$ cat src/hw/rtl/assert_macros.svh
// Assertion macros for the format converter RTL.
// Bodies are empty when SYNTHESIS is defined.
`ifndef ASSERT_MACROS_SVH
`define ASSERT_MACROS_SVH
`ifndef SYNTHESIS
`define ASSERT_IMPL(label, clk, rst, ante, cons) \
   label: assert property (@(posedge clk) disable iff (rst) (ante) |-> (cons)) \
      else $error("assertion failed");
`define ASSERT_NEXT(label, clk, rst, ante, cons) \
   label: assert property (@(posedge clk) disable iff (rst) (ante) |=> (cons)) \
      else $error("assertion failed");
`else
`define ASSERT_IMPL(label, clk, rst, ante, cons)
`define ASSERT_NEXT(label, clk, rst, ante, cons)
`endif
`endif

$ cat src/hw/rtl/fpcv_pkg.sv
// Package for the format converter: format codes, csr indexes, the input word type.
// No dependencies.
`default_nettype none
package fpcv_pkg;
   localparam logic [1:0] FMT_FP32 = 2'd0;
   localparam logic [1:0] FMT_FP16 = 2'd1;
   localparam logic [1:0] FMT_BF16 = 2'd2;
   localparam logic [1:0] FMT_BAD  = 2'd3;
   localparam logic [1:0] CSR_SRC  = 2'd0;
   localparam logic [1:0] CSR_TGT  = 2'd1;

   typedef struct packed {
      logic [1:0]  src;
      logic [1:0]  tgt;
      logic [31:0] raw;
   } fmt_word_type;
endpackage
`default_nettype wire

$ cat src/hw/rtl/fpcv_pipe.sv
// Three-stage conversion pipeline: decode to fp32, rebias exponent, format output.
// Depends on fpcv_pkg.
`default_nettype none
module fpcv_pipe (
   input  wire                  clock,
   input  wire                  reset,
   input  wire                  adv,
   input  wire                  in_valid,
   input  fpcv_pkg::fmt_word_type in_word,
   output logic                 out_valid,
   output logic [31:0]          out_bits,
   output logic [2:0]           valid_vec
);
   import fpcv_pkg::*;

   logic v1_ff, v2_ff, v3_ff;
   logic [1:0] tgt1_ff, tgt2_ff;
   logic pass1_ff, pass2_ff;
   logic [31:0] f32_ff, f32_in, pass_in;
   logic [31:0] f32b_ff;
   logic low2_ff, high2_ff;
   logic [4:0] ex2_ff;
   logic [31:0] res3_in, out_ff;
   logic [4:0] ex16;
   logic [9:0] man16;
   logic [3:0] lz;
   logic [9:0] nman;
   logic [7:0] e32;
   logic signed [9:0] ex;

   always_comb begin
      ex16 = in_word.raw[14:10];
      man16 = in_word.raw[9:0];
      lz = 4'd0;
      for (int k = 9; k >= 0; k--) begin
         if (man16[k] && lz == 4'd0) lz = 4'(10 - k);
      end
      nman = 10'(man16 << lz);
      e32 = 8'(8'd113 - {4'd0, lz});
      case (in_word.src)
         FMT_FP32: f32_in = in_word.raw;
         FMT_FP16: begin
            if (ex16 == 5'd0) begin
               if (man16 == 10'd0) f32_in = {in_word.raw[15], 31'd0};
               else f32_in = {in_word.raw[15], e32, nman, 13'd0};
            end else if (ex16 == 5'h1F) begin
               f32_in = {in_word.raw[15], 8'hFF, man16, 13'd0};
            end else begin
               f32_in = {in_word.raw[15], 8'({3'd0, ex16} + 8'd112), man16, 13'd0};
            end
         end
         FMT_BF16: f32_in = {in_word.raw[15:0], 16'd0};
         default:  f32_in = 32'd0;
      endcase
      if (in_word.tgt == FMT_BAD) pass_in = 32'd0;
      else if (in_word.src == FMT_FP32) pass_in = in_word.raw;
      else pass_in = {16'd0, in_word.raw[15:0]};
   end

   always_ff @(posedge clock) begin
      if (reset) begin
         v1_ff <= 1'b0;
         v2_ff <= 1'b0;
         v3_ff <= 1'b0;
      end else if (adv) begin
         v1_ff <= in_valid;
         v2_ff <= v1_ff;
         v3_ff <= v2_ff;
      end
   end

   always_comb begin
      ex = 10'(signed'({2'd0, f32_ff[30:23]})) - 10'sd112;
   end

   always_ff @(posedge clock) begin
      if (adv) begin
         pass1_ff <= (in_word.src == in_word.tgt) || (in_word.tgt == FMT_BAD);
         tgt1_ff <= in_word.tgt;
         f32_ff <= ((in_word.src == in_word.tgt) || (in_word.tgt == FMT_BAD))
                   ? pass_in : f32_in;
         pass2_ff <= pass1_ff;
         tgt2_ff <= tgt1_ff;
         f32b_ff <= f32_ff;
         low2_ff <= (ex <= 10'sd0);
         high2_ff <= (ex >= 10'sd31);
         ex2_ff <= ex[4:0];
         out_ff <= res3_in;
      end
   end

   always_comb begin
      if (pass2_ff) res3_in = f32b_ff;
      else begin
         case (tgt2_ff)
            FMT_FP32: res3_in = f32b_ff;
            FMT_FP16: begin
               if (low2_ff) res3_in = {16'd0, f32b_ff[31], 15'd0};
               else if (high2_ff) res3_in = {16'd0, f32b_ff[31], 15'h7C00};
               else res3_in = {16'd0, f32b_ff[31], ex2_ff, f32b_ff[22:13]};
            end
            FMT_BF16: res3_in = {16'd0, f32b_ff[31:16]};
            default:  res3_in = 32'd0;
         endcase
      end
   end

   assign out_valid = v3_ff;
   assign out_bits = out_ff;
   assign valid_vec = {v3_ff, v2_ff, v1_ff};
endmodule
`default_nettype wire

$ cat src/hw/rtl/fp32_fp16_bf16_converter_unit.sv
// Top level of the fp32/fp16/bf16 converter: csr registers and stall control.
// Depends on fpcv_pkg, fpcv_pipe and assert_macros.svh.
//   channel | dir | handshake     | payload
//   req     | in  | valid / stall | element_bits
//   rsp     | out | valid / stall | converted_bits
//   csr     | in  | valid / ready | index, data
// One word per cycle while the output is not stalled, carried through the three pipeline stages.
// Synchronous reset empties the pipe and loads fp32 source, fp16 target.
// A stalled output word holds every stage and stalls the input.
`default_nettype none
`include "assert_macros.svh"
module fp32_fp16_bf16_converter_unit (
   input  wire         clock,
   input  wire         reset,
   input  wire         req_valid,
   output logic        req_stall,
   input  wire  [31:0] req_element_bits,
   output logic        rsp_valid,
   input  wire         rsp_stall,
   output logic [31:0] rsp_converted_bits,
   input  wire         csr_valid,
   output logic        csr_ready,
   input  wire  [1:0]  csr_index,
   input  wire  [1:0]  csr_data
);
   import fpcv_pkg::*;

   logic [1:0] src_ff, tgt_ff;
   logic adv;
   logic [2:0] vv;
   fmt_word_type word;

   assign csr_ready = 1'b1;
   always_ff @(posedge clock) begin
      if (reset) begin
         src_ff <= FMT_FP32;
         tgt_ff <= FMT_FP16;
      end else if (csr_valid) begin
         if (csr_index == CSR_SRC) src_ff <= csr_data;
         else if (csr_index == CSR_TGT) tgt_ff <= csr_data;
      end
   end

   // advance unless a valid output word is stalled
   assign adv = !(rsp_valid && rsp_stall);
   assign req_stall = !adv;
   assign word = '{src: src_ff, tgt: tgt_ff, raw: req_element_bits};

   fpcv_pipe u_pipe (
      .clock(clock), .reset(reset), .adv(adv), .in_valid(req_valid),
      .in_word(word), .out_valid(rsp_valid), .out_bits(rsp_converted_bits),
      .valid_vec(vv)
   );

   `ASSERT_NEXT(a_hold, clock, reset, rsp_valid && rsp_stall, rsp_valid && $stable(rsp_converted_bits))
   `ASSERT_IMPL(a_stall, clock, reset, req_stall, rsp_valid && rsp_stall)
   `ASSERT_NEXT(a_flow, clock, reset, req_valid && !req_stall, vv[0])
endmodule
`default_nettype wire
$ cat config.mk
export PLATFORM = sky130hd
export DESIGN_NAME = fp32_fp16_bf16_converter_unit
export DESIGN_NICKNAME = d
export VERILOG_FILES = /design/src/hw/rtl/fpcv_pkg.sv /design/src/hw/rtl/fpcv_pipe.sv /design/src/hw/rtl/fp32_fp16_bf16_converter_unit.sv
export VERILOG_INCLUDE_DIRS = /design/src /design/src/hw/rtl
export SDC_FILE = /design/constraint.sdc
export NUM_CORES = 1
export LEC_CHECK = 0
export BUFFER_PORTS_ARGS = -buffer_cell sky130_fd_sc_hd__buf_2
export CAP_MARGIN = 20
export CORE_ASPECT_RATIO = 0.6
export CORE_UTILIZATION = 55
export CTS_BUF_LIST = sky130_fd_sc_hd__clkbuf_16
export DETAILED_ROUTE_END_ITERATION = 6
export GPL_ROUTABILITY_DRIVEN = 0
export GPL_TIMING_DRIVEN = 1
export PLACE_DENSITY_LB_ADDON = 0.08
export SETUP_SLACK_MARGIN = 0.15
export SYNTH_ARGS = -nofsm -noshare
export SYNTH_HDL_FRONTEND = slang
export SYNTH_SLANG_ARGS = --single-unit
export TNS_END_PERCENT = 20
$ cat constraint.sdc
create_clock -name clock -period 6.9 [get_ports clock]
set_input_delay 0.69 -clock clock [delete_from_list [all_inputs] [get_ports clock]]
set_output_delay 0.69 -clock clock [all_outputs]
set_load 0.02 [all_outputs]
==> flow_summary.ini, run 1 <==
[layout]
num_antenna_cells = 0
drive_gt1_share_pct = 18.9
num-fill-cells = 810
finalNetCount = 586
syn2layout_area_growth_pct = 13.3
fin_cells = 681
layout_commonest_cell = edfxtp_1
final_cell_mix = edfxtp_1 (105), buf_2 (74), a21oi_1 (53)

[floorplanning]
die-height_um = 79.9
die_w_um = 132
placementRows = 28
design.die.area_um2 = 10500
start_util_pct = 56.6
top_level_ports = 76
core_um2 = 9840

[timing]
worstMarginPinSlew_ns = 1.05
grt_setup_unrepaired = no
max_freq_mhz = 362
setup-violations-final = 0
finalHoldViolations = 0
setup_ws_ns = 4.13
period_share_pct = 40.1
fin_worst_skew_ns = 0.00660
fin_setup_tns_ns = 0
maxSlewViolCount = 0
period_needed_ns = 2.77
relSlewSlack_pct = 30.3

[worst_setup_path]
criticalPathCategory = flip-flop to flip-flop
cp.required_ns = 7.11
timing.rr.start = u_pipe.tgt2_ff[0]
crit_fanout = 19
worstSetupEndpointType = flip-flop
slowest_stage = edfxtp_1
cp_cell_sequence = nor3b_1, nor2b_1, nand2_1, a21oi_1, o22a_1
start_kind = flip-flop
setup.worst_path.start = u_pipe.tgt2_ff[0]
slowest_delay_ns = 0.80
worstPathArrival_ns = 2.98

[yosys]
synthesis.nets = 530
synth_cell_types = 66
netlist_instances = 485
async_flop_share_pct = 0
yosys_warnings = 0
yosysSeqAreaShare_pct = 59.1
ys_ff_latch = 112
ys.flop_type = edfxtp_1
synth_edf_count = 105
synth_area_per_cell_um2 = 11.5
synth_area_um2 = 5570

[clocking]
cts_resized = 0
clockBufferDepth = 2
numCtsBuffers = 9
cts_setup_buffers = 0
holdBufCountCts = 0
root_buffer = clkbuf_16
cts_tree = built
cts-htree-levels = 3
clk_pin_slew_ns = 0.07
clock_sinks = 112
clkLatencyLatePin_ns = 0.34

[hold_path]
hold_class = flip-flop to flip-flop
min_from = u_pipe.f32_ff[6]

[run]
drv_cap = 0

[global_routing]
grt_pass1_vias = 3827
antenna_found_initial = 0
grt_start_max_net_pins = 85
grt_pass1_wl_um = 20600
grt-ovfl-total = 0
grt_usage_pct = 25.9

[placement]
place_ws_ns = 4.07
dp_hpwl_um = 9220
placed_cells = 664
numPortBuffers = 74

[routing]
drt_iter0_drc = 437
drc = 0
dr.pass1.iters = 5
routed_wirelength_um = 13200
via_per_inst = 6.29
ant_nets = 0
route.detailed.wl_per_inst_um = 19.3
vias = 4285

[power]
power.total_mw = 1.69
vdd_drop_max_mv = 0.147
power.density_nw_per_um2 = 268
leakage_nw = 2.55

[run_status]
status = finished, final reports clean
-- cells by family (layout without fill, tap and decap cells) --
kind of cell / count (synthesis) / in the layout / share of synthesized area [%]
AO/OA/AOI/OAI: 161 / 161 / 20.0
XOR/XNOR: 2 / 2 / 0.315
adder cells (fa/ha/maj): 4 / 4 / 0.899
buffers and inverters: 43 / 104 / 3.62
flip-flops: 112 / 112 / 59.1
multiplexers: 12 / 12 / 2.20
other: 1 / 1 / 0.0674
AND/OR/NAND/NOR: 150 / 150 / 13.7
-- power by group --
| part | switching, mW | internal, mW |
|---|---|---|
| logic | 0.163 | 0.105 |
| registers | 0.0472 | 0.836 |
| clock network | 0.242 | 0.294 |
| total | 0.452 | 1.24 |
-- cell usage after synthesis, types with 3 or more instances --
cell / count / share of area, %
dfxtp_1: 7 / 2.5
nor2b_1: 3 / 0.34
buf_4: 4 / 0.54
nand3_1: 5 / 0.45
nand4_1: 8 / 0.90
o21ai_0: 20 / 1.8
a2bb2oi_1: 16 / 2.5
a21oi_1: 53 / 4.8
mux2i_1: 10 / 1.8
inv_1: 10 / 0.67
nand3b_1: 3 / 0.40
o22ai_1: 4 / 0.45
nor2_1: 30 / 2.0
o31a_1: 3 / 0.47
nor3_1: 4 / 0.36
a21o_1: 4 / 0.54
nand2b_1: 5 / 0.56
a32oi_1: 3 / 0.47
ha_1: 4 / 0.90
nor3b_1: 3 / 0.40
nand2_1: 47 / 3.2
and2_1: 30 / 3.4
a31oi_1: 9 / 1.0
o31ai_1: 4 / 0.54
o22a_1: 17 / 2.7
clkbuf_1: 17 / 1.1
edfxtp_1: 105 / 57
buf_2: 6 / 0.54
-- critical path: cells and delay by family, from the launching register on --
kind | cells | cell delay [ns]
compound gates | 2 | 0.38
flops | 1 | 0.80
simple gates | 3 | 1.44
-- stage by stage --
step | utilization [%] | area [um^2] | hold WS, ns
floorplan | - | 5570 | 0.400
global placement | 60.6 | 5970 | 0.400
detailed placement | 60.6 | 5970 | 0.405
CTS | 63.9 | 6290 | 0.422
global route | 64.1 | 6310 | 0.428
finish | 64.1 | 6310 | 0.420
-- sequential cells by signal, summed over array words and instances (netlist names), 2 cells and up --
| register | cells |
|---|---|
| src_ff | 2 |
| tgt_ff | 2 |
| u_pipe.ex2_ff | 5 |
| u_pipe.f32_ff | 32 |
| u_pipe.f32b_ff | 28 |
| u_pipe.out_bits | 32 |
| u_pipe.tgt1_ff | 2 |
| u_pipe.tgt2_ff | 2 |
-- path summary, 6_finish.rpt --
check | slack [ns] | end | cells after the start
setup / recovery | 4.13 | u_pipe.out_bits[2] | 5
hold / removal | 0.42 | u_pipe.f32b_ff[6] | 0
setup reg to reg | 4.13 | u_pipe.out_bits[2] | 5
hold reg to reg | 0.42 | u_pipe.f32b_ff[6] | 0
-- per-layer routing --
metal | share of wire (%) | GRT usage, % | wire length (um)
met5 | 0 | 0 | 0
met4 | 1.5 | 7.56 | 202
met3 | 10 | 6.41 | 1360
met2 | 43 | 39.2 | 5620
met1 | 45 | 37.0 | 5990
-- cell type report --
class                           count  area [um^2]  area share (%)
Clock buffer                       11          275            4.37
Sequential cell                   112         3290            52.2
Clock inverter                      5         47.5           0.754
Timing Repair Buffer               76          393            6.23
Tap cell                          135          169            2.68
Inverter                           12         47.5           0.754
Multi-Input combinational cell    330         2080            33.0
(Power assumes the default switching activity.)
==> inputs of run 2 (changes only) <==
clock period = 2.9 ns   (was 6.9 ns; I/O delays follow)
==> flow_summary.ini, run 2 (synthesis results as in run 1) <==
[hold_path]
hold_class = input port to flip-flop

[clocking]
cts_tree = built
numCtsBuffers = 9
clock_sinks = 112
clk_pin_slew_ns = 0.08
clkLatencyLatePin_ns = 0.35
cts_resized = 0
clockBufferDepth = 2
cts_setup_buffers = 0
holdBufCountCts = 0
cts-htree-levels = 3
root_buffer = clkbuf_16

[timing]
fin_worst_skew_ns = 0.0115
worstMarginPinSlew_ns = 0.928
grt_setup_unrepaired = no
maxSlewViolCount = 0
period_share_pct = 77.0
setup-violations-final = 0
fin_setup_tns_ns = 0
finalHoldViolations = 0
max_freq_mhz = 448
holdWs_ns = 0.193
period_needed_ns = 2.23
relSlewSlack_pct = 38.0

[routing]
vias = 4302
via_per_inst = 6.23
drt_iter0_drc = 584
drc = 0
routed_wirelength_um = 13000
route.detailed.wl_per_inst_um = 18.9
ant_nets = 0
dr.pass1.iters = 6

[layout]
syn2layout_area_growth_pct = 14.1
stdcell_area_um2 = 6350
final_cell_mix = edfxtp_1 (105), buf_2 (74), a21oi_1 (53)
layout_commonest_cell = edfxtp_1
finalNetCount = 595
num_antenna_cells = 0
drive_gt1_share_pct = 20.2

[worst_setup_path]
worstSetupEndpointType = flip-flop
criticalPathCategory = flip-flop to flip-flop
worstPathArrival_ns = 2.30
start_kind = flip-flop
cp.required_ns = 2.97
crit_fanout = 9

[floorplanning]
placementRows = 28
die_w_um = 132
design.die.area_um2 = 10500
die-height_um = 79.9
start_util_pct = 56.6
core_um2 = 9840
top_level_ports = 76

[power]
power.density_nw_per_um2 = 617
p_seq_share_pct = 53.3
p_int_mw = 2.85
swShare_pct = 27.4
pwr-share-comb_pct = 16.7
p_switching_mw = 1.07
leakage_nw = 2.58
vdd_drop_max_mv = 0.525
clkPwrFrac_pct = 30.0

[placement]
placed_area_um2 = 6060
dp_hpwl_um = 9460
numPortBuffers = 74

[global_routing]
grt_start_max_net_pins = 81
grt-ovfl-total = 0
grt_usage_pct = 26.2
antenna_found_initial = 0
grt_pass1_vias = 3916
grt_pass1_wl_um = 21000

[run]
drv_cap = 0

[run_status]
status = finished, final reports clean
[run 2: changes by cell type in the layout (fill, tap and decap cells not counted)]
cell,before,now
buf_12,0,1
buf_4,1,10
buf_8,1,0
clkbuf_16,11,9
clkinv_1,1,2
clkinv_4,1,2
clkinv_8,1,2
inv_1,11,10
inv_6,0,1
inv_8,1,0
[run 2: path summary, 6_finish.rpt]
kind / start / slack (ns) / cells past startpoint / to
min reg2reg: u_pipe.f32_ff[18] / 0.42 / 0 / u_pipe.f32b_ff[18]
max reg2reg: tgt_ff[0] / 0.67 / 6 / u_pipe.f32_ff[16]
max: tgt_ff[0] / 0.67 / 6 / u_pipe.f32_ff[16]
min: reset / 0.19 / 2 / u_pipe.v1_ff
[run 2: layout make-up]
class                           count  area, um^2
Clock inverter                      7        70.1
Fill cell                         785        3490
Multi-Input combinational cell    330        2080
Inverter                           12        47.5
Tap cell                          135         169
Timing Repair Buffer               85         465
Clock buffer                        9         225
Sequential cell                   112        3290
[run 2: routing by layer]
layer	part of all wire [%]	global-route usage [%]	vias up	wire length [um]
met2	41	37.8	262	5410
li1	-	-	1980	-
met4	1.4	6.51	0	188
met5	0	0	-	0
met1	45	38.3	2032	5940
met3	12	7.81	28	1520
[run 2: metrics by stage]
stage | instances | setup WS, ns | power (mW) | utilization (%)
final | 690 | 0.667 | 3.92 | 64.5
after global routing | 690 | 0.588 | 4.07 | 64.5
after global placement | 674 | 0.714 | 2.75 | 61.5
after detailed placement | 674 | 0.689 | 2.77 | 61.5
after CTS | 690 | 0.814 | 3.92 | 64.5
after floorplan | 485 | 0.392 | 2.54 | -
[run 2: power groups by stage]
stage / sequential (mW) / combinational, mW / clock [mW]
after floorplan: 2.18 / 0.363 / 0
after global placement: 2.12 / 0.634 / 0
after detailed placement: 2.12 / 0.643 / 0
after CTS: 2.09 / 0.646 / 1.19
after global routing: 2.11 / 0.708 / 1.26
final: 2.09 / 0.655 / 1.18
[run 2: worst max-delay path: stages (launching register included)]
cell and delay [ns]:
dfxtp_1 0.57, inv_1 0.28, nand2_1 0.25, nor2_1 0.18, a32o_1 0.28, a21oi_1 0.23, o21ai_0 0.17
